File: config.mk
export PLATFORM = sky130hd
export DESIGN_NAME = vr2d_post
export DESIGN_NICKNAME = d
export VERILOG_FILES = /design/src/rtl/core/vr2d_pkg.sv /design/src/rtl/core/vr2d_post.sv
export SDC_FILE = /design/constraint.sdc
export NUM_CORES = 1
export LEC_CHECK = 0
export BUFFER_PORTS_ARGS = -buffer_cell sky130_fd_sc_hd__clkbuf_2
export CORE_UTILIZATION = 45
export DETAILED_ROUTE_END_ITERATION = 8
export PLACE_DENSITY = 0.88
export RECOVER_POWER = 25
export SKIP_LAST_GASP = 1
export SYNTH_ARGS = -nofsm -noshare
export SYNTH_HDL_FRONTEND = slang
export SYNTH_SLANG_ARGS = --single-unit
File: constraint.sdc
create_clock -name clk -period 0.8 [get_ports clk]
set_input_delay 0.04 -clock clk [delete_from_list [all_inputs] [get_ports clk]]
set_output_delay 0.04 -clock clk [all_outputs]
set_load 0.05 [all_outputs]
File: src/rtl/core/vr2d_pkg.sv
// ----------------------------------------------------------------------------
// vr2d_pkg
// Shared constants, arctangent table and gain function for the 2D vector rotator.
// ----------------------------------------------------------------------------
package vr2d_pkg;

    // default sizes
    localparam int VR2D_DATA_WIDTH_DEF = 16;
    localparam int VR2D_ITERATIONS_DEF = 16;

    // fraction bits kept below the output lsb inside the datapath
    localparam int VR2D_GUARD = 8;
    // fraction bits of the gain constant
    localparam int VR2D_GAIN_FRAC = 30;
    // entries in the arctangent table, also the cap on the iteration count
    localparam int VR2D_ATAN_ENTRIES = 24;
    // angle accumulator width, units of 2^-32 turn plus headroom
    localparam int VR2D_ZW = 34;

    // gain compensation pieces, q30
    localparam logic [63:0] VR2D_K_INF_Q30        = 64'd652032874;
    localparam logic [63:0] VR2D_K_TWO_THIRDS_Q30 = 64'd434688583;

    // atan(2^-i) in 2^-32 turn units, rounded to nearest
    function automatic logic signed [VR2D_ZW-1:0] atan_turn(input int idx);
        logic signed [VR2D_ZW-1:0] val;
        case (idx)
            0:       val = 34'sd536870912;
            1:       val = 34'sd316933406;
            2:       val = 34'sd167458907;
            3:       val = 34'sd85004756;
            4:       val = 34'sd42667331;
            5:       val = 34'sd21354465;
            6:       val = 34'sd10679838;
            7:       val = 34'sd5340245;
            8:       val = 34'sd2670163;
            9:       val = 34'sd1335087;
            10:      val = 34'sd667544;
            11:      val = 34'sd333772;
            12:      val = 34'sd166886;
            13:      val = 34'sd83443;
            14:      val = 34'sd41722;
            15:      val = 34'sd20861;
            16:      val = 34'sd10430;
            17:      val = 34'sd5215;
            18:      val = 34'sd2608;
            19:      val = 34'sd1304;
            20:      val = 34'sd652;
            21:      val = 34'sd326;
            22:      val = 34'sd163;
            23:      val = 34'sd81;
            default: val = '0;
        endcase
        return val;
    endfunction

    // cordic gain compensation for n iterations, q30
    function automatic logic [31:0] gain_q30(input int n);
        logic [63:0] g;
        g = VR2D_K_INF_Q30 + (VR2D_K_TWO_THIRDS_Q30 >> (2 * n));
        return g[31:0];
    endfunction

endpackage

File: src/rtl/core/vr2d_post.sv
// ----------------------------------------------------------------------------
// vr2d_post
// Drops the guard bits with rounding and clips the result to the output range.
// ----------------------------------------------------------------------------
module vr2d_post #(
    parameter int DATA_WIDTH = vr2d_pkg::VR2D_DATA_WIDTH_DEF
) (
    input  logic                                 clk,
    input  logic                                 rst_n,
    input  logic                                 in_valid,
    input  logic signed [DATA_WIDTH+vr2d_pkg::VR2D_GUARD+2:0] x_in,
    input  logic signed [DATA_WIDTH+vr2d_pkg::VR2D_GUARD+2:0] y_in,
    output logic                                 out_valid,
    output logic signed [DATA_WIDTH-1:0]         x_out,
    output logic signed [DATA_WIDTH-1:0]         y_out,
    output logic                                 sat_out
);
    import vr2d_pkg::*;

    localparam int XW = DATA_WIDTH + VR2D_GUARD + 3;
    localparam logic signed [XW-1:0] HALF  = XW'(1) <<< (VR2D_GUARD - 1);
    localparam logic signed [XW-1:0] MAX_V = {{(XW-DATA_WIDTH+1){1'b0}}, {(DATA_WIDTH-1){1'b1}}};
    localparam logic signed [XW-1:0] MIN_V = {{(XW-DATA_WIDTH+1){1'b1}}, {(DATA_WIDTH-1){1'b0}}};

    logic                        valid_reg;
    logic signed [DATA_WIDTH-1:0] x_reg;
    logic signed [DATA_WIDTH-1:0] y_reg;
    logic                        sat_reg;
    logic signed [XW-1:0]        rx;
    logic signed [XW-1:0]        ry;
    logic signed [DATA_WIDTH-1:0] x_next;
    logic signed [DATA_WIDTH-1:0] y_next;
    logic                        sat_x;
    logic                        sat_y;

    // round half up, then saturate each component
    always_comb
    begin
        rx = (x_in + HALF) >>> VR2D_GUARD;
        ry = (y_in + HALF) >>> VR2D_GUARD;
        sat_x = 1'b1;
        sat_y = 1'b1;
        if (rx > MAX_V)
            x_next = MAX_V[DATA_WIDTH-1:0];
        else if (rx < MIN_V)
            x_next = MIN_V[DATA_WIDTH-1:0];
        else
        begin
            x_next = rx[DATA_WIDTH-1:0];
            sat_x  = 1'b0;
        end
        if (ry > MAX_V)
            y_next = MAX_V[DATA_WIDTH-1:0];
        else if (ry < MIN_V)
            y_next = MIN_V[DATA_WIDTH-1:0];
        else
        begin
            y_next = ry[DATA_WIDTH-1:0];
            sat_y  = 1'b0;
        end
    end

    // result strobe
    always_ff @(posedge clk or negedge rst_n)
    begin
        if (!rst_n)
            valid_reg <= 1'b0;
        else
            valid_reg <= in_valid;
    end

    // result payload
    always_ff @(posedge clk)
    begin
        x_reg   <= x_next;
        y_reg   <= y_next;
        sat_reg <= sat_x | sat_y;
    end

    assign out_valid = valid_reg;
    assign x_out     = x_reg;
    assign y_out     = y_reg;
    assign sat_out   = sat_reg;

endmodule
==> impl_metrics.csv, run 1 <==
group,metric,value,unit
run_status,outcome,"aborted with a tool error",
run_status,lastStage,"global routing (5_1_grt)",
run_status,stop_error,"[ERROR DPL-0038] Utilization greater than 100%, impossible to legalize",
floorplanning,die_w,64.9,µm
synth,avgSynthCellArea,8.83,µm²
placed_design,place_congestion,0.877,
clock_network,htree_levels,2,
synth,syn_nets,261,
placed_design,placed_cells,389,
clock_network,cts.path.max_buffers,2,
placed_design,post-dp-hpwl,4370,µm
timing,crit_endpoint,"sat_out$_DFF_P_/D",
clock_network,clock-sinks,34,
synth,seq_area_frac_synth,38.5,%
global_routing,grt_max_degree,16,
synth,netlist_instances,202,
floorplanning,fp-row-count,22,
clock_network,numCtsBuffers,5,
placed_design,port_buffers,76,
synth,yosys_warnings,0,
floorplanning,initial_utilization,47.6,%
synth,synth.cell_area,1780,µm²
timing,endpoint_type,"register input",
floorplanning,ioPinCount,91,
synth,ys_seq_elements,34,
synth,yosysUniqueCellTypes,40,
floorplanning,die_h,64.9,µm
clock_network,cts_root_buf,"clkbuf_8",
[logic make-up after synthesis]
logic type	Yosys count	share of synthesized area (%)
compound gates	44	14.2
buf+inv	15	4.14
mux	3	1.75
simple gates	74	25.3
flops	34	38.5
xor+xnor	30	14.7
fa+ha+maj	2	1.40
[per-stage QoR]
step | TNS, ns | cell area (µm²) | setup WS (ns) | hold slack, ns
after CTS | -18.14 | 3450 | -0.635 | 0.0479
after detailed placement | -29.99 | 2810 | -1.10 | -0.184
after global placement | -26.49 | 2810 | -0.899 | -0.185
after floorplan | -18.74 | 1900 | -0.697 | -0.256
[cell usage after synthesis (all sizes together)]
| cell type | instances | area [µm²] |
|---|---|---|
| a22oi | 1 | 7.51 |
| nor4 | 8 | 77.6 |
| nand2b | 2 | 12.5 |
| dfxtp | 33 | 661 |
| nand3b | 1 | 20.0 |
| inv | 10 | 37.5 |
| a21o | 1 | 7.51 |
| ha | 2 | 25.0 |
| a21oi | 9 | 52.6 |
| nand4 | 9 | 68.8 |
| a31oi | 1 | 6.26 |
| nor3 | 7 | 40.0 |
| and3 | 4 | 25.0 |
| a31o | 1 | 8.76 |
| nand2 | 8 | 30.0 |
| mux2i | 2 | 20.0 |
| xnor2 | 17 | 149 |
| nand3 | 18 | 95.1 |
| nor3b | 1 | 7.51 |
| a221oi | 1 | 8.76 |
| xor2 | 13 | 114 |
| dfrtp | 1 | 25.0 |
| mux2 | 1 | 11.3 |
| and4 | 1 | 8.76 |
| o21ai | 28 | 144 |
| a211o | 1 | 10.0 |
| or3 | 1 | 6.26 |
| clkinv | 1 | 3.75 |
| and2 | 3 | 18.8 |
| buf | 4 | 32.5 |
| nor2 | 11 | 41.3 |
| o21a | 1 | 7.51 |
[timing repair]
item / CTS
buffers inserted: 5
pin swaps: 16
cloned: 1
setup endpoints to repair: 67
hold buffers: 2
gates resized for setup: 129
hold endpoints to repair: 2
==> run 2, diff against run 1 <==
--- a/config.mk
+++ b/config.mk
@@ -6,9 +6,9 @@
 export NUM_CORES = 1
 export LEC_CHECK = 0
 export BUFFER_PORTS_ARGS = -buffer_cell sky130_fd_sc_hd__clkbuf_2
-export CORE_UTILIZATION = 45
+export CORE_UTILIZATION = 40
 export DETAILED_ROUTE_END_ITERATION = 8
-export PLACE_DENSITY = 0.88
+export PLACE_DENSITY_LB_ADDON = 0.15
 export RECOVER_POWER = 25
 export SKIP_LAST_GASP = 1
 export SYNTH_ARGS = -nofsm -noshare
==> run 2 against run 1 <==
  * The flow now finishes, with violations (negative setup slack)
  * Synthesized cell count did not move
  * Synthesized area did not move
==> impl_metrics.csv, run 2 <==
group,metric,value,unit
run_status,outcome,"complete, but fails checks",
run_status,violations,"negative setup slack",
final_layout,finalNonFillerCells,418,
clock_network,numCtsBuffers,5,
critical_path,arrival,1.78,ns
final_layout,nFillCells,122,
drt,dr.pass1.iters,5,
final_layout,stdcell_area,3860,µm²
drt,vias_per_cell,5.91,
final_layout,syn2layout_area_growth,116,%
clock_network,cts_root_buf,"clkbuf_8",
clock_network,cts.path.max_buffers,2,
synth,syn_nets,261,
final_layout,drive_above_1_share,70.7,%
drt,num_vias,2472,
critical_path,critical_path_class,"input pin to flop",
placed_design,placed_cells,394,
timing,post-route-min-period,1.56,ns
power,p_leak,0.00168,µW
global_routing,antenna_found_initial,0,
placed_design,post-dp-hpwl,3890,µm
synth,async_flop_share,2.94,%
drt,drc,0,
synth,synth_edf_count,0,
synth,synth.cell_area,1780,µm²
synth,netlist_instances,202,
timing,rsz0062_at_grt,"yes",
final_layout,multi_input_area,1380,µm²
drt,drt_wl_total,9270,µm
synth,seq_area_frac_synth,38.5,%
timing,slew_headroom,73.4,%
timing,drv_slew,0,
global_routing,use_met1,32.5,%
placed_design,place_congestion,0.882,
floorplanning,die_h,68.8,µm
timing,setup_tns,-21.46,ns
placed_design,port_buffers,76,
timing,setup_ws,-0.756,ns
synth,synth_area_leaders,"dfxtp_1 (37%), xnor2_1 (8.4%), o21ai_0 (7.6%)",
drt,drt-wirelength-per-cell,22.2,µm
timing,worst_pin_slew,0.395,ns
clock_network,htree_levels,2,
drt,ant_nets,0,
synth,yosys-top-cells-count,"dfxtp_1 (33), o21ai_0 (27), nand3_1 (17), xnor2_1 (17), xor2_1 (13)",
timing,finalSetupViolations,67,
global_routing,grt_use_met2,52.8,%
global_routing,top_usage_layer,"met2",
synth,synth_top_area_share,37.1,%
timing,min_period_over_period,194,%
timing,finalHoldViolCount,0,
final_layout,final_common_cell,"buf_4",
critical_path,critPathCaptureType,"flop",
clock_network,cts_tree,"built",
power,power.density,1560,nW/µm²
timing,max_freq,643,MHz
floorplanning,initial_utilization,43.0,%
global_routing,grt_pass1_vias,2198,
critical_path,cp-start-kind,"input pin",
synth,yosysUniqueCellTypes,40,
placed_design,placed_area,2830,µm²
floorplanning,die_area,4730,µm²
clock_network,clock-sinks,34,
global_routing,grt_remaining_overflow,0,
global_routing,grt_max_degree,16,
global_routing,grt_usage,28.9,%
min_path,hold_path_class,"input pin to async pin",
synth,synth.most_common_cell,"dfxtp_1",
final_layout,diodes,0,
final_layout,regArea,726,µm²
floorplanning,die_w,68.8,µm
synth,yosys_warnings,0,
critical_path,worstPathMaxFanout,8,
final_layout,final_util,93.1,%
floorplanning,fp-row-count,23,
final_layout,fin_nets,426,
clock_network,path_clk_slew,0.08,ns
global_routing,gr-usage-met3,7.24,%
synth,ys_seq_elements,34,
drt,drtIter0Drc,228,
power,p_total,6010,µW
final_layout,layout_common_cells,"buf_4 (84), buf_8 (32), dfxtp_2 (32)",
power,peakVddDrop,1.24,mV
critical_path,required,1.02,ns
synth,avgSynthCellArea,8.83,µm²
floorplanning,ioPinCount,91,
synth,yosys_most_used_dff,"dfxtp_1",
global_routing,grt_pass1_wl,9860,µm
flow_run,cap_violations,0,
floorplanning,core,4140,µm²
synth,yosys.area.top_type,"dfxtp_1",
==> run 2: cell counts after synthesis <==
Identical to the previous run, type by type.
==> run 2: critical path: stages <==
cell and delay (ns):
clkbuf_2 0.10, nand4_1 0.13, buf_4 0.19, nor4_4 0.20, nand4_1 0.25, xnor2_2 0.24, a211o_4 0.42, a21oi_2 0.19
==> run 2: logic make-up (layout without fill, tap and decap cells) <==
logic type / Yosys count / count (layout) / share of synthesized area, %
AND/OR/NAND/NOR: 74 / 75 / 25.3
AO/OA/AOI/OAI: 44 / 45 / 14.2
flip-flops: 34 / 34 / 38.5
XOR/XNOR: 30 / 30 / 14.7
buffers and inverters: 15 / 179 / 4.14
multiplexers: 3 / 3 / 1.75
adder cells (fa/ha/maj): 2 / 2 / 1.40
==> run 2: repair_timing <==
item	4_1_cts	5_1_grt
hold buffers	2	0
setup endpoints to repair	67	67
buffers inserted	5	7
endpoints found under the hold margin	2	0
pin swaps	13	17
gates resized for setup	131	91
cloned	3	0
==> run 2: stage by stage <==
stage | hold slack, ns | worst slack, ns
CTS | 0.00496 | -0.609
global placement | -0.185 | -0.959
finish | 0.0302 | -0.756
detailed placement | -0.184 | -0.983
floorplan | -0.256 | -0.697
global route | 0.0582 | -0.901
==> run 2: power by group <==
group | switching (µW) | internal [µW] | total (µW)
Combinational | 1130 | 919 | 2050
Sequential | 104 | 1860 | 1960
Clock | 743 | 1250 | 1990
==> run 2: area by class of cell <==
type / instances / area share [%]
repair buffers: 160 / 39.1
multi-input cells: 155 / 35.8
flip-flops and latches: 34 / 18.8
clock buffers: 5 / 1.78
clock inverters: 3 / 1.78
well taps: 50 / 1.62
inverters: 11 / 1.17
==> run 2: path summary, 6_finish.rpt <==
check	from	endpoint	slack (ns)	depth (start not counted)
min	rst_n	out_valid	0.03	2
min in group clk	y_in[26]	y_out[15]	0.05	2
max in group asynchronous	rst_n	out_valid	0.67	2
max	y_in[15]	y_out[10]	-0.76	8
==> run 2: routing by layer <==
layer  routed length [µm]  up-vias
met5                    0        -
met4                  615        0
met3                  690       64
met2                 4550      175
met1                 3410     1177
li1                     -     1056
(Power assumes the default switching activity.)
==> run 3, diff against run 2 <==
--- a/config.mk
+++ b/config.mk
@@ -6,7 +6,10 @@
 export NUM_CORES = 1
 export LEC_CHECK = 0
 export BUFFER_PORTS_ARGS = -buffer_cell sky130_fd_sc_hd__clkbuf_2
-export CORE_UTILIZATION = 40
+export CELL_PAD_IN_SITES_DETAIL_PLACEMENT = 0
+export CELL_PAD_IN_SITES_GLOBAL_PLACEMENT = 1
+export CORE_MARGIN = 4
+export CORE_UTILIZATION = 32
 export DETAILED_ROUTE_END_ITERATION = 8
 export PLACE_DENSITY_LB_ADDON = 0.15
 export RECOVER_POWER = 25
==> run 3 against run 2 <==
  * The flow still finishes with violations (negative setup slack)
  * Clock power is 39% lower
  * Final cell count is 4.5% higher
  * Worst setup slack better by 0.081 ns
  * Total power is 15% lower
  * Sequential share of layout area is 0.64 points higher
  * Clock-buffer cell count stayed put
  * Sequential power hardly changed
  * Critical path type unchanged
  * Non-clock buffer count is 1 higher
  * Design area is 3.1% lower
==> impl_metrics.csv, run 3 (synthesis results as in run 2) <==
group,metric,value,unit
final_layout,stdcell_area,3740,µm²
global_routing,grt_pass1_wl,9540,µm
min_path,hold_path_class,"input pin to async pin",
global_routing,grt_use_met2,31.1,%
clock_network,htree_levels,2,
critical_path,required,1.01,ns
placed_design,port_buffers,76,
clock_network,numCtsBuffers,5,
timing,min_period_over_period,184,%
drt,drtIter0Drc,59,
timing,slew_headroom,76.6,%
floorplanning,ioPinCount,91,
critical_path,crit_slowest_cell,"a211o_4",
critical_path,crit_path_start,"y_in[8]",
floorplanning,die_h,82.6,µm
final_layout,drive_above_1_share,68.9,%
global_routing,grt_remaining_overflow,0,
timing,setup_ws,-0.675,ns
drt,ant_nets,0,
timing,finalSetupViolations,53,
drt,drt-wirelength-per-cell,14.6,µm
drt,drc,0,
power,power.density,1370,nW/µm²
timing,finalHoldViolCount,0,
global_routing,grt_max_degree,16,
final_layout,layout_common_cells,"buf_4 (81), clkbuf_2 (38), dfxtp_2 (33)",
placed_design,placed_cells,417,
global_routing,gr-usage-met3,4.34,%
global_routing,use_met1,23.8,%
timing,post-route-min-period,1.48,ns
drt,vias_per_cell,4.69,
timing,hold-worst-slack,0.0679,ns
floorplanning,core,5240,µm²
critical_path,arrival,1.69,ns
placed_design,place_congestion,0.847,
placed_design,post-dp-hpwl,4150,µm
power,peakVddDrop,0.850,mV
floorplanning,initial_utilization,34.0,%
run_status,violations,"negative setup slack",
global_routing,grt_pass1_vias,2077,
drt,num_vias,2049,
timing,max_freq,678,MHz
timing,worst_pin_slew,0.348,ns
clock_network,cts.path.max_buffers,2,
floorplanning,die_w,82.6,µm
clock_network,cts_tree,"built",
final_layout,syn2layout_area_growth,110,%
drt,dr.pass1.iters,4,
final_layout,final_common_cell,"buf_4",
timing,setup_tns,-17.73,ns
clock_network,cts_root_buf,"clkbuf_8",
global_routing,grt_usage,18.4,%
flow_run,cap_violations,0,
critical_path,critical_path_class,"input pin to flop",
run_status,outcome,"complete, but fails checks",
floorplanning,die_area,6830,µm²
drt,drt_wl_total,6360,µm
final_layout,diodes,0,
power,p_total,5120,µW
global_routing,top_usage_layer,"met2",
final_layout,fin_nets,426,
final_layout,finalNonFillerCells,437,
critical_path,worstPathCellList,"buf_8 -> ha_4 -> nand4_1 -> nor4_2 -> mux2i_1 -> buf_4 -> a211o_4 -> buf_12 -> a21oi_2",
critical_path,cp-start-kind,"input pin",
critical_path,critPathCaptureType,"flop",
critical_path,worstPathMaxFanout,8,
placed_design,placed_area,2880,µm²
floorplanning,fp-row-count,26,
clock_network,clock-sinks,34,
final_layout,nFillCells,396,
global_routing,antenna_found_initial,0,
timing,drv_slew,0,
power,p_leak,0.00162,µW
timing,rsz0062_at_grt,"yes",
critical_path,critical-path-max-stage-delay,0.36,ns
clock_network,path_clk_slew,0.07,ns
run 3: cell types whose count changed in the layout (fill, tap and decap cells not counted), moves of 3 or more:
cell,before,now
buf_4,84,81
buf_6,5,1
buf_8,32,29
clkbuf_2,29,38
nor3_2,0,3
o21ai_2,17,13
run 3: area by class of cell:
cell class              instances  area [µm²]  share of cell area, %
multi-input cells             154        1300                   34.8
repair buffers                161        1500                   40.1
flip-flops and latches         34         727                   19.5
well taps                      70        87.6                   2.34
inverters                      11        45.0                   1.21
clock buffers                   5        68.8                   1.84
clock inverters                 2        10.0                  0.268
run 3: layer usage:
metal | vias up | routed length [µm]
li1 | 1055 | -
met1 | 934 | 2770
met2 | 56 | 3200
met3 | 4 | 350
met4 | 0 | 43
met5 | - | 0
run 3: stage by stage:
stage	utilization [%]	setup WS, ns
final	71.4	-0.675
after floorplan	-	-0.697
after detailed placement	55.0	-1.02
after global placement	55.0	-0.915
after CTS	67.7	-0.583
after global routing	71.4	-0.761
run 3: worst max-delay path, delay by kind of cell:
kind,cells,cell delay [ns]
muxes,1,0.15
buffers and inverters,3,0.40
adders and majority gates,1,0.12
and+or+nand+nor,2,0.51
AOI/OAI and AO/OA,2,0.48
run 3: worst paths after layout:
path                             end  depth (start not counted)
max in group asynchronous  out_valid                          2
hold / removal             out_valid                          2
min in group clk            y_out[0]                          4
setup / recovery            y_out[1]                          9
run 3: what timing repair did:
action / in CTS / in global routing
buffers inserted: 6 / 4
hold buffers: 2 / 0
setup endpoints to repair: 67 / 67
gates resized for setup: 122 / 68
pin swaps: 15 / 14
endpoints found under the hold margin: 2 / 0
cloned: 1 / 1
run 3: where the power goes:
part           total (µW)  switching (µW)  internal (µW)  leakage (µW)
clock                1220             635            585     0.0000438
combinational        1940            1020            917       0.00128
sequential           1970             105           1860      0.000288
==> run 4, diff against run 3 <==
--- a/config.mk
+++ b/config.mk
@@ -11,7 +11,7 @@
 export CORE_MARGIN = 4
 export CORE_UTILIZATION = 32
 export DETAILED_ROUTE_END_ITERATION = 8
-export PLACE_DENSITY_LB_ADDON = 0.15
+export PLACE_DENSITY = 0.77
 export RECOVER_POWER = 25
 export SKIP_LAST_GASP = 1
 export SYNTH_ARGS = -nofsm -noshare
==> run 4 against run 3 <==
  * Global-route usage increased by 1.1 points
  * Total power increased by 11%
  * Wire length increased by 17%
  * Clock-buffer cell count increased by 1
  * First-iteration DRC count increased by 98%
  * Sequential power about the same
  * Flip-flop and latch count unchanged
  * The flow still finishes with violations (negative setup slack)
  * Die area unchanged
  * Combinational power increased by 11%
==> impl_metrics.csv, run 4 (synthesis results as in run 2) <==
group,metric,value,unit
run_status,outcome,"complete, but fails checks",
run_status,violations,"negative setup slack",
power,power.density,1380,nW/µm²
drt,ant_nets,0,
timing,setup_tns,-19.05,ns
critical_path,critical_path_class,"input pin to flop",
power,p_leak,0.00176,µW
drt,vias_per_cell,4.96,
global_routing,grt_pass1_wl,10200,µm
timing,finalHoldViolCount,0,
timing,min_period_over_period,179,%
final_layout,drive_above_1_share,71.7,%
timing,drv_slew,0,
global_routing,antenna_found_initial,0,
timing,finalSetupViolations,57,
floorplanning,core,5240,µm²
drt,drtIter0Drc,117,
global_routing,grt_usage,19.5,%
critical_path,cp-start-kind,"input pin",
critical_path,critPathCaptureType,"flop",
floorplanning,die_area,6830,µm²
critical_path,arrival,1.60,ns
clock_network,cts_tree,"built",
floorplanning,die_h,82.6,µm
critical_path,worstPathMaxFanout,5,
floorplanning,ioPinCount,91,
final_layout,fin_nets,433,
final_layout,final_common_cell,"buf_4",
timing,rsz0062_at_grt,"yes",
drt,num_vias,2207,
timing,max_freq,697,MHz
global_routing,grt_max_degree,12,
floorplanning,fp-row-count,26,
timing,post-route-min-period,1.43,ns
final_layout,diodes,0,
floorplanning,die_w,82.6,µm
final_layout,multi_input_area,1380,µm²
power,p_total,5700,µW
floorplanning,initial_utilization,34.0,%
clock_network,path_clk_slew,0.07,ns
critical_path,critPathCapture,"y_out[2]",
flow_run,cap_violations,0,
final_layout,nFillCells,298,
placed_design,place_congestion,0.855,
critical_path,crit_path_start,"y_in[17]",
final_layout,layout_common_cells,"buf_4 (84), dfxtp_2 (32), buf_8 (26)",
critical_path,required,0.96,ns
timing,slew_headroom,76.1,%
clock_network,numCtsBuffers,5,
min_path,hold_path_class,"input pin to async pin",
drt,drt-wirelength-per-cell,16.7,µm
clock_network,htree_levels,2,
global_routing,grt_remaining_overflow,0,
timing,worst_pin_slew,0.355,ns
final_layout,regArea,726,µm²
drt,drc,0,
timing,setup_ws,-0.635,ns
clock_network,cts.path.max_buffers,2,
placed_design,post-dp-hpwl,4390,µm
global_routing,grt_pass1_vias,2178,
clock_network,cts_root_buf,"clkbuf_8",
drt,dr.pass1.iters,4,
final_layout,syn2layout_area_growth,131,%
drt,drt_wl_total,7430,µm
placed_design,port_buffers,76,
power,peakVddDrop,1.16,mV
clock_network,clock-sinks,34,
run 4: cell types whose count changed in the layout (fill, tap and decap cells not counted), moves of 3 or more:
| cell | previous run | this run |
|---|---|---|
| clkbuf_2 | 38 | 18 |
| buf_6 | 1 | 19 |
| clkbuf_16 | 7 | 14 |
| o21ai_2 | 13 | 17 |
| buf_4 | 81 | 84 |
| buf_8 | 29 | 26 |
| o21ai_1 | 9 | 6 |
run 4: area by class of cell:
cell class / instances / area share (%)
Clock inverter: 2 / 0.912
Multi-Input combinational cell: 154 / 33.6
Timing Repair Buffer: 168 / 42.9
Tap cell: 70 / 2.13
Inverter: 11 / 1.09
Sequential cell: 34 / 17.6
Clock buffer: 6 / 1.76
run 4: how the worst min path moves through the flow:
stage | start | endpoint | slack, ns | cells past startpoint
after global placement | rst_n | out_valid | -0.19 | 1
after detailed placement | rst_n | out_valid | -0.18 | 1
after floorplan | rst_n | out_valid | -0.26 | 0
final | rst_n | out_valid | 0.07 | 2
after global routing | rst_n | out_valid | 0.08 | 2
after CTS | rst_n | out_valid | 0.07 | 2
run 4: where the power goes:
| group | internal [µW] | switching, µW |
|---|---|---|
| combinational | 1070 | 1090 |
| sequential | 1860 | 99.5 |
| clock | 930 | 655 |
run 4: layer usage:
| metal | global-route usage [%] | share of wire [%] | vias to the layer above | wire length, µm |
|---|---|---|---|---|
| li1 | - | - | 1066 | - |
| met1 | 24.0 | 40 | 1053 | 2980 |
| met2 | 35.3 | 54 | 70 | 4000 |
| met3 | 2.93 | 3.6 | 18 | 267 |
| met4 | 5.23 | 2.5 | 0 | 185 |
| met5 | 0 | 0 | - | 0 |
run 4: through the flow:
| step | setup WS [ns] | instance area (µm²) | hold slack [ns] | cells | util [%] |
|---|---|---|---|---|---|
| after CTS | -0.578 | 3760 | 0.0663 | 440 | 71.9 |
| final | -0.635 | 4120 | 0.0690 | 445 | 78.6 |
| after global routing | -0.772 | 4120 | 0.0826 | 445 | 78.6 |
| after floorplan | -0.697 | 1900 | -0.256 | 202 | - |
| after detailed placement | -0.959 | 2890 | -0.184 | 420 | 55.2 |
| after global placement | -0.903 | 2890 | -0.185 | 420 | 55.2 |
run 4: critical path, stage by stage:
cell	delay [ns]
buf_6	0.07
nand4_1	0.16
buf_4	0.19
nor4_4	0.23
mux2i_2	0.32
buf_4	0.17
a211o_4	0.17
clkbuf_16	0.16
o21ai_0	0.08
run 4: timing repair:
action | 4_1_cts | 5_1_grt
hold buffers | 2 | 0
endpoints found under the setup margin | 67 | 67
gates resized for setup | 140 | 107
setup buffers | 10 | 4
cloned | 2 | 2
endpoints found under the hold margin | 2 | 0
pin swaps | 18 | 22
