$ cat config.mk
export PLATFORM = sky130hd
export DESIGN_NAME = vr2d_prescale
export DESIGN_NICKNAME = d
export VERILOG_FILES = /design/src/rtl/core/vr2d_pkg.sv /design/src/rtl/core/vr2d_prescale.sv
export SDC_FILE = /design/constraint.sdc
export NUM_CORES = 1
export LEC_CHECK = 0
export BUFFER_PORTS_ARGS = -buffer_cell sky130_fd_sc_hd__buf_4
export CELL_PAD_IN_SITES_DETAIL_PLACEMENT = 1
export CELL_PAD_IN_SITES_GLOBAL_PLACEMENT = 2
export CORE_ASPECT_RATIO = 0.9
export CORE_MARGIN = 10
export CORE_UTILIZATION = 30
export DETAILED_ROUTE_END_ITERATION = 8
export HOLD_SLACK_MARGIN = 0.02
export PLACE_DENSITY = 0.69
export REMOVE_ABC_BUFFERS = 1
export SYNTH_ARGS = -nofsm -noshare
export SYNTH_HDL_FRONTEND = slang
export SYNTH_SLANG_ARGS = --single-unit
$ cat constraint.sdc
create_clock -name clk -period 6.2 [get_ports clk]
set_input_delay 0.93 -clock clk [delete_from_list [all_inputs] [get_ports clk]]
set_output_delay 0.93 -clock clk [all_outputs]
set_load 0.05 [all_outputs]
$ cat src/rtl/core/vr2d_pkg.sv
// ----------------------------------------------------------------------------
// vr2d_pkg
// Shared constants, arctangent table and gain function for the 2D vector rotator.
// ----------------------------------------------------------------------------
package vr2d_pkg;

    // default sizes
    localparam int VR2D_DATA_WIDTH_DEF = 16;
    localparam int VR2D_ITERATIONS_DEF = 16;

    // fraction bits kept below the output lsb inside the datapath
    localparam int VR2D_GUARD = 8;
    // fraction bits of the gain constant
    localparam int VR2D_GAIN_FRAC = 30;
    // entries in the arctangent table, also the cap on the iteration count
    localparam int VR2D_ATAN_ENTRIES = 24;
    // angle accumulator width, units of 2^-32 turn plus headroom
    localparam int VR2D_ZW = 34;

    // gain compensation pieces, q30
    localparam logic [63:0] VR2D_K_INF_Q30        = 64'd652032874;
    localparam logic [63:0] VR2D_K_TWO_THIRDS_Q30 = 64'd434688583;

    // atan(2^-i) in 2^-32 turn units, rounded to nearest
    function automatic logic signed [VR2D_ZW-1:0] atan_turn(input int idx);
        logic signed [VR2D_ZW-1:0] val;
        case (idx)
            0:       val = 34'sd536870912;
            1:       val = 34'sd316933406;
            2:       val = 34'sd167458907;
            3:       val = 34'sd85004756;
            4:       val = 34'sd42667331;
            5:       val = 34'sd21354465;
            6:       val = 34'sd10679838;
            7:       val = 34'sd5340245;
            8:       val = 34'sd2670163;
            9:       val = 34'sd1335087;
            10:      val = 34'sd667544;
            11:      val = 34'sd333772;
            12:      val = 34'sd166886;
            13:      val = 34'sd83443;
            14:      val = 34'sd41722;
            15:      val = 34'sd20861;
            16:      val = 34'sd10430;
            17:      val = 34'sd5215;
            18:      val = 34'sd2608;
            19:      val = 34'sd1304;
            20:      val = 34'sd652;
            21:      val = 34'sd326;
            22:      val = 34'sd163;
            23:      val = 34'sd81;
            default: val = '0;
        endcase
        return val;
    endfunction

    // cordic gain compensation for n iterations, q30
    function automatic logic [31:0] gain_q30(input int n);
        logic [63:0] g;
        g = VR2D_K_INF_Q30 + (VR2D_K_TWO_THIRDS_Q30 >> (2 * n));
        return g[31:0];
    endfunction

endpackage

$ cat src/rtl/core/vr2d_prescale.sv
// ----------------------------------------------------------------------------
// vr2d_prescale
// Quadrant fold, gain compensation multiply and rounding into the guard format.
// ----------------------------------------------------------------------------
module vr2d_prescale #(
    parameter int DATA_WIDTH = vr2d_pkg::VR2D_DATA_WIDTH_DEF,
    parameter int ITERATIONS = vr2d_pkg::VR2D_ITERATIONS_DEF
) (
    input  logic                                 clk,
    input  logic                                 rst_n,
    input  logic                                 in_valid,
    input  logic signed [DATA_WIDTH-1:0]         vec_x,
    input  logic signed [DATA_WIDTH-1:0]         vec_y,
    input  logic [15:0]                          angle,
    output logic                                 out_valid,
    output logic signed [DATA_WIDTH+vr2d_pkg::VR2D_GUARD+2:0] x_out,
    output logic signed [DATA_WIDTH+vr2d_pkg::VR2D_GUARD+2:0] y_out,
    output logic signed [vr2d_pkg::VR2D_ZW-1:0]  z_out
);
    import vr2d_pkg::*;

    localparam int XW     = DATA_WIDTH + VR2D_GUARD + 3;
    localparam int NW     = DATA_WIDTH + 1;
    localparam int KW     = 33;
    localparam int PW     = NW + KW;
    localparam int RS     = VR2D_GAIN_FRAC - VR2D_GUARD;
    localparam int N_ITER = (ITERATIONS < VR2D_ATAN_ENTRIES) ? ITERATIONS : VR2D_ATAN_ENTRIES;
    localparam logic signed [KW-1:0] GAIN     = {1'b0, gain_q30(N_ITER)};
    localparam logic signed [PW-1:0] RND_HALF = PW'(1) <<< (RS - 1);

    logic                     fold;
    logic [15:0]              ang_f;
    logic signed [NW-1:0]     x_ext;
    logic signed [NW-1:0]     y_ext;
    logic signed [NW-1:0]     x_fold;
    logic signed [NW-1:0]     y_fold;
    logic signed [VR2D_ZW-1:0] z_fold;

    logic                     v1_reg;
    logic                     v2_reg;
    logic                     v3_reg;
    logic signed [NW-1:0]     x1_reg;
    logic signed [NW-1:0]     y1_reg;
    logic signed [VR2D_ZW-1:0] z1_reg;
    logic signed [PW-1:0]     px_reg;
    logic signed [PW-1:0]     py_reg;
    logic signed [VR2D_ZW-1:0] z2_reg;
    logic signed [XW-1:0]     x3_reg;
    logic signed [XW-1:0]     y3_reg;
    logic signed [VR2D_ZW-1:0] z3_reg;

    logic signed [PW-1:0]     px_next;
    logic signed [PW-1:0]     py_next;
    logic signed [PW-1:0]     rx_full;
    logic signed [PW-1:0]     ry_full;

    // fold angles in the left half plane onto the right half, negating the vector
    always_comb
    begin
        fold   = angle[15] ^ angle[14];
        ang_f  = fold ? {~angle[15], angle[14:0]} : angle;
        x_ext  = {vec_x[DATA_WIDTH-1], vec_x};
        y_ext  = {vec_y[DATA_WIDTH-1], vec_y};
        x_fold = fold ? -x_ext : x_ext;
        y_fold = fold ? -y_ext : y_ext;
        z_fold = {{(VR2D_ZW-32){ang_f[15]}}, ang_f, 16'h0000};
    end

    // gain multiply, then round to the guard format
    always_comb
    begin
        px_next = PW'(x1_reg) * PW'(GAIN);
        py_next = PW'(y1_reg) * PW'(GAIN);
        rx_full = (px_reg + RND_HALF) >>> RS;
        ry_full = (py_reg + RND_HALF) >>> RS;
    end

    // valid chain
    always_ff @(posedge clk or negedge rst_n)
    begin
        if (!rst_n)
        begin
            v1_reg <= 1'b0;
            v2_reg <= 1'b0;
            v3_reg <= 1'b0;
        end
        else
        begin
            v1_reg <= in_valid;
            v2_reg <= v1_reg;
            v3_reg <= v2_reg;
        end
    end

    // payload stages
    always_ff @(posedge clk)
    begin
        x1_reg <= x_fold;
        y1_reg <= y_fold;
        z1_reg <= z_fold;
        px_reg <= px_next;
        py_reg <= py_next;
        z2_reg <= z1_reg;
        x3_reg <= rx_full[XW-1:0];
        y3_reg <= ry_full[XW-1:0];
        z3_reg <= z2_reg;
    end

    assign out_valid = v3_reg;
    assign x_out     = x3_reg;
    assign y_out     = y3_reg;
    assign z_out     = z3_reg;

endmodule

# Word level (Yosys, flattened, before mapping)
# Cells that the tools add are included.
# word_totals
in_bits	51
elab_cells	23
output_inout_bits	89
ff_bits	233
# op_classes
n_mux	3
mul	2
addsub	4
n_bitwise	2
# ops
op	count
$add A48 B23 Y49 const B	2
$mul A17 B30 Y47 const B	2
$mux W17	2
$neg A16 Y17	2
$mux W16	1
$not A1 Y1	1
$xor A1 B1 Y1	1

# Logic depth before layout (Yosys ltp)
# Gate-level depths: netlist of run 1.
# depth
word_depth	2
mapped_depth	22
depth_no_buf	21

# Worst setup path after synthesis of run 1
# Ideal clock, no wire load.
# synth_path
path_type	reg2reg
start	register y1_reg[14]
end	register py_reg[43]
slack_ns	0.485
setup_ns	0.117
path_buffers	1
path_stages_with_launch	21
required_ns	6.083
synth_period_minus_slack_ns	5.715
arrival_ns	5.598
path_cell_list	dfxtp_1 -> fa_1 -> fa_1 -> inv_1 -> fa_1 -> inv_1 -> fa_1 -> fa_1 -> inv_1 -> fa_1 -> inv_1 -> ha_1 -> clkbuf_1 -> a21oi_1 -> nor2b_1 -> o21ai_0 -> nand2b_1 -> a211o_1 -> a31o_4 -> a2111oi_4 -> and4b_1
# synth_via
elab_chain_len	1
# synth_rtl
element	line	rtl
from (decl)	vr2d_prescale.sv:43	logic signed [NW-1:0] y1_reg;
from (signal assigned)	vr2d_prescale.sv:99	y1_reg <= y_fold;
$mul A17 B30 Y47	vr2d_prescale.sv:73	py_next = PW'(y1_reg) * PW'(GAIN);
named net py_next[43]	vr2d_prescale.sv:53	logic signed [PW-1:0] py_next;
to (signal assigned)	vr2d_prescale.sv:102	py_reg <= py_next;
to (decl)	vr2d_prescale.sv:46	logic signed [PW-1:0] py_reg;
# The timed path passes the listed nets, and every way through them passes these cells.

# Worst setup path after layout of run 1
# layout_path
start	register x1_reg[5]
end	register px_reg[34]
# layout_via
elab_chain_len	1
# layout_rtl
element	line	rtl
from (decl)	vr2d_prescale.sv:42	logic signed [NW-1:0] x1_reg;
from (signal assigned)	vr2d_prescale.sv:98	x1_reg <= x_fold;
$mul A17 B30 Y47	vr2d_prescale.sv:72	px_next = PW'(x1_reg) * PW'(GAIN);
named net px_next[34]	vr2d_prescale.sv:52	logic signed [PW-1:0] px_next;
to (signal assigned)	vr2d_prescale.sv:101	px_reg <= px_next;
to (decl)	vr2d_prescale.sv:45	logic signed [PW-1:0] px_reg;
# The timed path passes the listed nets, and every way through them passes these cells.

==> results.yml, run 1 <==
clocking:
  numClockSinks: 193
  clk_pin_slew_ps: 80
  cts_max_level: 4
  cts_inserted_buffers: 17
  ctsRootBufferMaster: "clkbuf_16"
  cts-root-to-sink-buffers: 2
  post_cts_hold_buffer_count: 0
  clock_tree_from_tritoncts: "yes"
  worstSkewPairLatency_ps: 500
timing:
  final_setup_tns_ps: 0
  timing.final.ws_setup_ps: 253
  achievable-frequency_ghz: 0.168
  report.final.hold_viol_count: 0
  report.final.setup_viol: 0
  rsz0062_at_grt: "false"
  finalHoldWorstSlack_ps: 216
  timing_max_transition_violations_final: 0
  maxSlewHeadroom_pct: 29.4
  min_period_ps: 5950
  finalClockSkew_ps: 31.5
  fin_crit_sh_pct: 95.9
  worst_slew_pin_slew_ps: 1060
hold_path:
  hp-class: "in2async"
synthesis:
  synthesis.yosys.warnings: 0
  post_synth_edffs: 0
  syn-instance-count: 2327
  postSynth.asyncResetShare_pct: 1.55
  ys.flop_type: "dfxtp_1"
  synth_area_sq_um: 22900
  synth_seq_cells: 193
  netlist-cell-type-count: 70
  synth_sequential_area_ratio_pct: 16.9
  synth_area_per_cell_sq_um: 9.84
routing:
  routed_wire_length_per_instance_um: 19.3
  drtIter0Drc: 791
  remaining_antenna_violation_count_after_routing: 0
  first_pass_iters: 4
  drc: 0
  routed_wl_um: 68400
  detailed_route_via_count: 16200
  via_per_inst: 4.58
finish:
  fillerInstances: 8744
  drive_gt1_share_pct: 10.3
  multiInputGateArea_sq_um: 16500
  synthToLayoutAreaGrowth_pct: 13.8
  antenna-diode-count: 0
  area_used_by_sequential_logic_in_the_layout_sq_um: 3890
  final_cell_count_no_fill: 3538
  nets: 3261
setup_path:
  crit_path_max_fanout: 6
  crit_path_start_kind: "register"
  timing.critical_path.required_ps: 6620
  cp_data_arrival_time_ps: 6360
  end_kind: "register"
  timing_worst_setup_path_type: "reg2reg"
  rrSetupSlack_ps: 250
die:
  die_width_um: 311
  rows: 96
  start_util_pct: 30.2
  io_pins: 140
  dieArea_sq_um: 87800
  chipHeight_um: 282
  coreArea_sq_um: 75900
placed_design:
  place_congestion: 0.956
  port_buffers: 123
  preCtsSetupSlack_ps: 5.26
  numPlacedInstances: 3505
  hpwlAfterDp_um: 62200
outcome:
  outcome: "finished clean"
global_routing:
  grt_pass1_vias: 18100
  number_of_antenna_violations_at_the_first_check_in_global_routing: 0
  grt.total_usage_pct: 15.7
  grt_pass1_wl_um: 106000
  grt_start_max_net_pins: 25
  globalRoute.totalOverflow: 0
job:
  reported_max_cap_violation_count: 0
## logic make-up (layout without fill, tap and decap cells)
| group | count (synthesis) | in the layout | share of synthesized area, % |
|---|---|---|---|
| and+or+nand+nor | 339 | 339 | 7.17 |
| other | 1 | 16 | 0.0164 |
| adders and majority gates | 714 | 714 | 51.4 |
| AOI/OAI and AO/OA | 281 | 281 | 8.11 |
| xor gates and xnor gates | 128 | 128 | 4.90 |
| buffers and inverters | 668 | 835 | 11.3 |
| DFF | 193 | 193 | 16.9 |
| muxes | 3 | 3 | 0.142 |
## metal layers
metal  share of wire [%]  global-route usage (%)  routed length [um]
met5                   0                       0                   0
met4                0.82                    2.64                 561
met3                 5.0                    2.83                3400
met2                  43                    23.9               29500
met1                  51                    23.0               34900
## critical path: stages, from the launching register on
cell       delay, ps
dfxtp_2          390
ha_1             490
inv_1            100
fa_1             580
fa_1             480
fa_1             550
inv_1             50
fa_1             490
inv_1             50
fa_1             470
inv_1             40
ha_1             340
nand4_1          150
nor2_1           240
o2111ai_1        230
o211ai_1         260
o21ai_1          140
buf_4            170
buf_4            130
o21a_1           190
o21ai_0          190
xnor2_1          140
## placed cells by master, fill, tap and decap left out, types with 16 or more instances in the layout
| cell | n |
|---|---|
| a21o_1 | 37 |
| a21oi_1 | 91 |
| and3_1 | 19 |
| buf_4 | 187 |
| clkbuf_16 | 18 |
| conb_1 | 16 |
| dfxtp_1 | 177 |
| fa_1 | 378 |
| ha_1 | 335 |
| inv_1 | 616 |
| nand2_1 | 104 |
| nand3_1 | 39 |
| nand4_1 | 35 |
| nor2_1 | 70 |
| nor3_1 | 17 |
| o21ai_0 | 44 |
| xnor2_1 | 85 |
| xor2_1 | 42 |
## path summary, 6_finish.rpt
check	startpoint	end	cells after the start
setup / recovery	x1_reg[5]$_DFF_P_	px_reg[34]$_DFF_P_	21
hold / removal	rst_n	out_valid$_DFF_PN0_	1
setup reg to reg	x1_reg[5]$_DFF_P_	px_reg[34]$_DFF_P_	21
hold reg to reg	z2_reg[16]$_DFF_P_	z_out[16]$_DFF_P_	0
max in group asynchronous	rst_n	v1_reg$_DFF_PN0_	1
min in group clk	z2_reg[16]$_DFF_P_	z_out[16]$_DFF_P_	0
## stage by stage
step | area (sq um) | util (%)
2_1_floorplan | 22700 | -
3_3_place_gp | 25400 | 33.4
3_5_place_dp | 25400 | 33.4
4_1_cts | 26000 | 34.3
5_1_grt | 26100 | 34.3
6_report | 26100 | 34.3
## synthesized netlist by cell type, drive strengths merged, types with 8 or more instances
master  instances  area [sq um]
o31ai           8          60.1
fa            378          7570
o21bai         12          90.1
and3           19           119
nand4          35           219
buf            26           175
dfxtp         190          3800
ha            336          4200
o21ai          53           269
inv           616          2310
a21o           37           278
nand3          39           195
a31oi           8          50.1
nand2         105           394
or2             8          50.1
nor2           70           263
xor2           43           377
xnor2          85           744
a21oi          92           464
clkbuf         26          97.6
nor2b           8          50.1
nor3           18          90.1
## layout make-up
type | count | share of cell area (%)
Inverter | 616 | 8.87
Sequential cell | 193 | 14.9
Multi-Input combinational cell | 1481 | 63.3
Timing Repair Buffer | 187 | 5.39
Clock buffer | 18 | 1.73
Tap cell | 1029 | 4.94
Clock inverter | 14 | 0.783
## timing repair
item / CTS / global route
hold endpoints to repair: 0 / 0
buffers inserted: 0 / 1
endpoints found under the setup margin: 1 / 19
pin swaps: 0 / 1
gates resized for setup: 1 / 20
Power of run 1 is not shown: default switching activity piles up to over one toggle a cycle in this logic, so the estimate is an artifact.
==> run 2, diff against run 1 <==
- CORE_MARGIN: 10 -> default
- clock period: 6.2 -> 6.5 ns (I/O delays scaled with it)
==> results.yml, run 2 (synthesized netlist as in run 1, its figures left out) <==
finish:
  layout_commonest_cell: "inv_1"
  antenna-diode-count: 0
  drive_gt1_share_pct: 8.86
  nets: 3236
  final_cell_count_no_fill: 3502
  synthToLayoutAreaGrowth_pct: 12.6
  commonest_cells_after_routing_fill_and_taps_aside: "inv_1 (616), fa_1 (378), ha_1 (336)"
  final_area_sq_um: 25800
setup_path:
  crit_path_start_kind: "register"
  end_kind: "register"
  crit_path_max_fanout: 6
  cp_data_arrival_time_ps: 6670
  timing.critical_path.required_ps: 6880
  timing_worst_setup_path_type: "reg2reg"
  startpoint: "x1_reg[4]$_DFF_P_"
  crit-reg2reg-launch: "x1_reg[4]$_DFF_P_"
clocking:
  numClockSinks: 193
  post_cts_hold_buffer_count: 0
  ctsRootBufferMaster: "clkbuf_16"
  cts_inserted_buffers: 17
  cts-root-to-sink-buffers: 2
  cts_max_level: 4
  worstSkewPairLatency_ps: 500
  clk_pin_slew_ps: 80
  clock_tree_from_tritoncts: "yes"
placed_design:
  place_congestion: 0.991
  port_buffers: 123
  dpl_cell_area_sq_um: 25200
  numPlacedInstances: 3470
  hpwlAfterDp_um: 61000
global_routing:
  grt_start_max_net_pins: 25
  globalRoute.totalOverflow: 0
  grt.total_usage_pct: 17.8
  grt_pass1_wl_um: 104000
  grt_pass1_vias: 17800
  number_of_antenna_violations_at_the_first_check_in_global_routing: 1
routing:
  drtIter0Drc: 791
  route.met2.wl_um: 28600
  wl_met3_um: 3760
  detailed_route_via_count: 16200
  routed_wire_length_per_instance_um: 19.2
  routed_wl_um: 67200
  first_pass_iters: 5
  wl_met1_um: 34100
  remaining_antenna_violation_count_after_routing: 0
  via_per_inst: 4.61
  drc: 0
  route.top_layer_used: "met4"
timing:
  min_period_ps: 6300
  fin_crit_sh_pct: 96.9
  final_setup_tns_ps: 0
  finalClockSkew_ps: 22.5
  report.final.setup_viol: 0
  worst_slew_pin_slew_ps: 662
  maxSlewHeadroom_pct: 55.8
  achievable-frequency_ghz: 0.159
  report.final.hold_viol_count: 0
  rsz0062_at_grt: "false"
  timing_max_transition_violations_final: 0
die:
  coreArea_sq_um: 75100
  start_util_pct: 30.5
  dieArea_sq_um: 77400
  chipHeight_um: 264
  rows: 95
  io_pins: 140
  die_width_um: 293
outcome:
  outcome: "finished clean"
job:
  reported_max_cap_violation_count: 0
hold_path:
  hp-class: "in2async"
## run 2: path summary, 6_finish.rpt
| kind | to | slack, ps | depth (start not counted) |
|---|---|---|---|
| max reg2reg | px_reg[46]$_DFF_P_ | 200 | 19 |
| min in group clk | z_out[21]$_DFF_P_ | 330 | 0 |
| min | out_valid$_DFF_PN0_ | 260 | 1 |
| max | px_reg[46]$_DFF_P_ | 200 | 19 |
| min reg2reg | z_out[21]$_DFF_P_ | 330 | 0 |
| max in group asynchronous | v2_reg$_DFF_PN0_ | 6150 | 1 |
## run 2: metrics by stage
step	utilization [%]	worst slack [ps]	hold slack (ps)
after floorplan	-	849	310
after global placement	33.5	136	310
after detailed placement	33.5	160	313
after CTS	34.3	147	215
after global routing	34.3	22.1	219
final	34.3	201	258
## run 2: metal layers
| metal | vias to the layer above | track usage (%) |
|---|---|---|
| li1 | 7546 | - |
| met1 | 8275 | 26.2 |
| met2 | 300 | 26.3 |
| met3 | 37 | 4.09 |
| met4 | 0 | 3.62 |
| met5 | - | 0 |
## run 2: timing repair
item	in CTS	in global routing
setup endpoints to repair	0	2
resized for setup	0	3
buffers inserted	0	0
## run 2: layout make-up
class / count / area [sq um]
fillers: 8601 / 49300
clock buffers: 17 / 425
repair buffers: 162 / 1220
multi-input cells: 1481 / 16500
flip-flops and latches: 193 / 3880
inverters: 616 / 2310
clock inverters: 15 / 183
well taps: 1018 / 1270
## run 2: worst max-delay path: stages (launching register included)
cell and delay, ps:
dfxtp_1 570, ha_1 420, fa_1 560, inv_1 120, fa_1 420, fa_1 610
inv_1 70, fa_1 490, inv_1 50, fa_1 480, inv_1 50, ha_1 350
nand4_1 140, nor2_1 300, o2111ai_1 290, o211ai_1 320, o21ai_2 220, nor4b_1 460
nor4_1 120, xnor2_1 140
Power of run 2 is left out for the same reason.
==> run 3, diff against run 2 <==
- ABC_AREA: default -> 1
- PLACE_DENSITY: 0.69 -> 0.72
- SETUP_SLACK_MARGIN: default -> 0.02
==> results.yml, run 3 <==
global_routing:
  grt_pass1_wl_um: 123000
  grt_start_max_net_pins: 23
  number_of_antenna_violations_at_the_first_check_in_global_routing: 1
  globalRoute.totalOverflow: 0
  grt.total_usage_pct: 19.7
  grt_pass1_vias: 20600
synthesis:
  synth_seq_cells: 193
  syn-instance-count: 2934
  synthDominantCellAreaShare_pct: 30.7
  synth_largest_area_cell: "fa_1"
  postSynth.asyncResetShare_pct: 1.55
  yosysMostFrequentCell: "inv_1"
  netlist-cell-type-count: 41
  post_synth_edffs: 0
  synth_area_sq_um: 24600
  ys.flop_type: "dfxtp_1"
  synth_sequential_area_ratio_pct: 15.7
  synthTopCellsByCount: "inv_1 (815), nand2_1 (468), fa_1 (378)"
  synthTopCellsByArea: "fa_1 (31%), ha_1 (17%), dfxtp_1 (15%), inv_1 (12%), nand2_1 (7.1%)"
  synthesis.yosys.warnings: 0
  synth_area_per_cell_sq_um: 8.40
clocking:
  post_cts_hold_buffer_count: 0
  clock_tree_from_tritoncts: "yes"
  cts-root-to-sink-buffers: 2
  post_cts.resized_instances: 0
  cts_inserted_buffers: 17
  clk_pin_slew_ps: 90
  ctsRootBufferMaster: "clkbuf_16"
  worstSkewPairLatency_ps: 530
  cts_setup_buffers: 0
  cts_max_level: 4
  numClockSinks: 193
die:
  start_util_pct: 30.4
  coreArea_sq_um: 81100
  dieArea_sq_um: 83300
  rows: 99
  chipHeight_um: 274
  die_width_um: 304
  io_pins: 140
placed_design:
  hpwlAfterDp_um: 71800
  place_congestion: 0.924
  port_buffers: 123
routing:
  first_pass_iters: 5
  route.met2.wl_um: 33600
  route.top_layer_used: "met4"
  routed_wl_um: 79300
  wl_met1_um: 40400
  detailed_route_via_count: 18400
  routed_wire_length_per_instance_um: 19.1
  remaining_antenna_violation_count_after_routing: 0
  via_per_inst: 4.44
  wl_met3_um: 4100
  drtIter0Drc: 837
  drc: 0
setup_path:
  crit-reg2reg-launch: "y1_reg[6]$_DFF_P_"
  critical_path.cell_chain: "inv_1 > ha_1 > inv_1 > fa_1 > fa_1 > inv_1 > fa_1 > fa_1 > fa_1 > inv_1 > ha_1 > a21oi_1 > o21ai_0 > a21oi_1 > nor2_1 > nor2_1 > nand2_1 > nand2_1 > nand2_1"
  crit_path_start_kind: "register"
  crit_path_max_fanout: 7
  timing.critical_path.required_ps: 6890
  critPathMostFrequentCell: "fa_1"
  crit_path_top_delay_cell: "fa_1"
  rrSetupSlack_ps: 710
  end_kind: "register"
  timing_worst_setup_path_type: "reg2reg"
  worst_path_dominant_cell_family: "adder cells"
  timing.critical_path.slowest_cell_delay_ps: 570
  buffers_inverters_on_critical_path: 4
  r2r.worst_path.cells: 19
  cp_data_arrival_time_ps: 6180
  timing.rr.end: "py_reg[42]$_DFF_P_"
timing:
  report.final.setup_viol: 0
  fin_crit_sh_pct: 89.1
  report.final.hold_viol_count: 0
  worst_slew_pin_slew_ps: 668
  maxSlewHeadroom_pct: 55.4
  rsz0062_at_grt: "false"
  timing_max_transition_violations_final: 0
  finalHoldWorstSlack_ps: 243
  finalClockSkew_ps: 33.4
  final_setup_tns_ps: 0
  min_period_ps: 5790
  achievable-frequency_ghz: 0.173
outcome:
  outcome: "finished clean"
finish:
  nets: 3844
  layout_commonest_cell: "inv_1"
  synthToLayoutAreaGrowth_pct: 11.6
  commonest_cells_after_routing_fill_and_taps_aside: "inv_1 (815), nand2_1 (468), fa_1 (378)"
  drive_gt1_share_pct: 6.47
  antenna-diode-count: 0
job:
  reported_max_cap_violation_count: 0
hold_path:
  hp-class: "in2async"
==> run 3: cell types whose count changed after synthesis, sizes merged, moves of 33 or more <==
cell	change
nand2	+372
a21o	-33
xnor2	-62
nand3	+56
inv	+201
xor2	+35
nor2	+145
==> run 3: worst register-to-register path: stages, from the launching register on <==
cell and delay [ps]:
dfxtp_1 560, inv_1 150, ha_1 350, inv_1 190, fa_1 580, fa_1 560
inv_1 50, fa_1 470, fa_1 520, fa_1 550, inv_1 40, ha_1 380
a21oi_1 360, o21ai_0 240, a21oi_1 320, nor2_1 70, nor2_1 130, nand2_1 70
nand2_1 60, nand2_1 40
==> run 3: logic make-up after synthesis <==
| family | Yosys count | share of synthesized area, % |
|---|---|---|
| adders and majority gates | 714 | 47.8 |
| and+or+nand+nor | 865 | 14.9 |
| DFF | 193 | 15.7 |
| AOI/OAI and AO/OA | 220 | 4.88 |
| other | 1 | 0.0152 |
| buffers and inverters | 840 | 13.1 |
| xor gates and xnor gates | 101 | 3.59 |
==> run 3: per-layer routing <==
| layer | vias up | global-route usage, % |
|---|---|---|
| met2 | 341 | 30.5 |
| met5 | - | 0 |
| met4 | 0 | 4.34 |
| met1 | 8945 | 28.0 |
| li1 | 9075 | - |
| met3 | 62 | 4.39 |
==> run 3: final cells by class <==
| class | count | area, sq um |
|---|---|---|
| clock buffers | 17 | 425 |
| clock inverters | 15 | 195 |
| fillers | 9719 | 53600 |
| inverters | 817 | 3070 |
| multi-input cells | 1916 | 17600 |
| flip-flops and latches | 193 | 3880 |
| well taps | 1060 | 1330 |
| repair buffers | 134 | 1010 |
==> run 3: worst max-delay path by stage <==
stage                        from                  to  slack [ps]  cells past startpoint
2_1_floorplan  y1_reg[14]$_DFF_P_  py_reg[47]$_DFF_P_        1450                     22
3_3_place_gp   y1_reg[11]$_DFF_P_  py_reg[29]$_DFF_P_         700                     19
3_5_place_dp   y1_reg[12]$_DFF_P_  py_reg[47]$_DFF_P_         680                     20
4_1_cts        y1_reg[12]$_DFF_P_  py_reg[47]$_DFF_P_         670                     20
5_1_grt        y1_reg[12]$_DFF_P_  py_reg[25]$_DFF_P_         380                     19
6_report        y1_reg[6]$_DFF_P_  py_reg[42]$_DFF_P_         710                     19
==> run 3: stage by stage <==
stage / worst slack [ps] / utilization [%] / area (sq um) / cells
3_5_place_dp: 683 / 33.1 / 26900 / 4120
4_1_cts: 670 / 33.9 / 27500 / 4152
5_1_grt: 377 / 33.9 / 27500 / 4152
3_3_place_gp: 698 / 33.1 / 26900 / 4120
6_report: 712 / 33.9 / 27500 / 4152
2_1_floorplan: 1450 / - / 24500 / 2926
Power of run 3 is left out for the same reason.
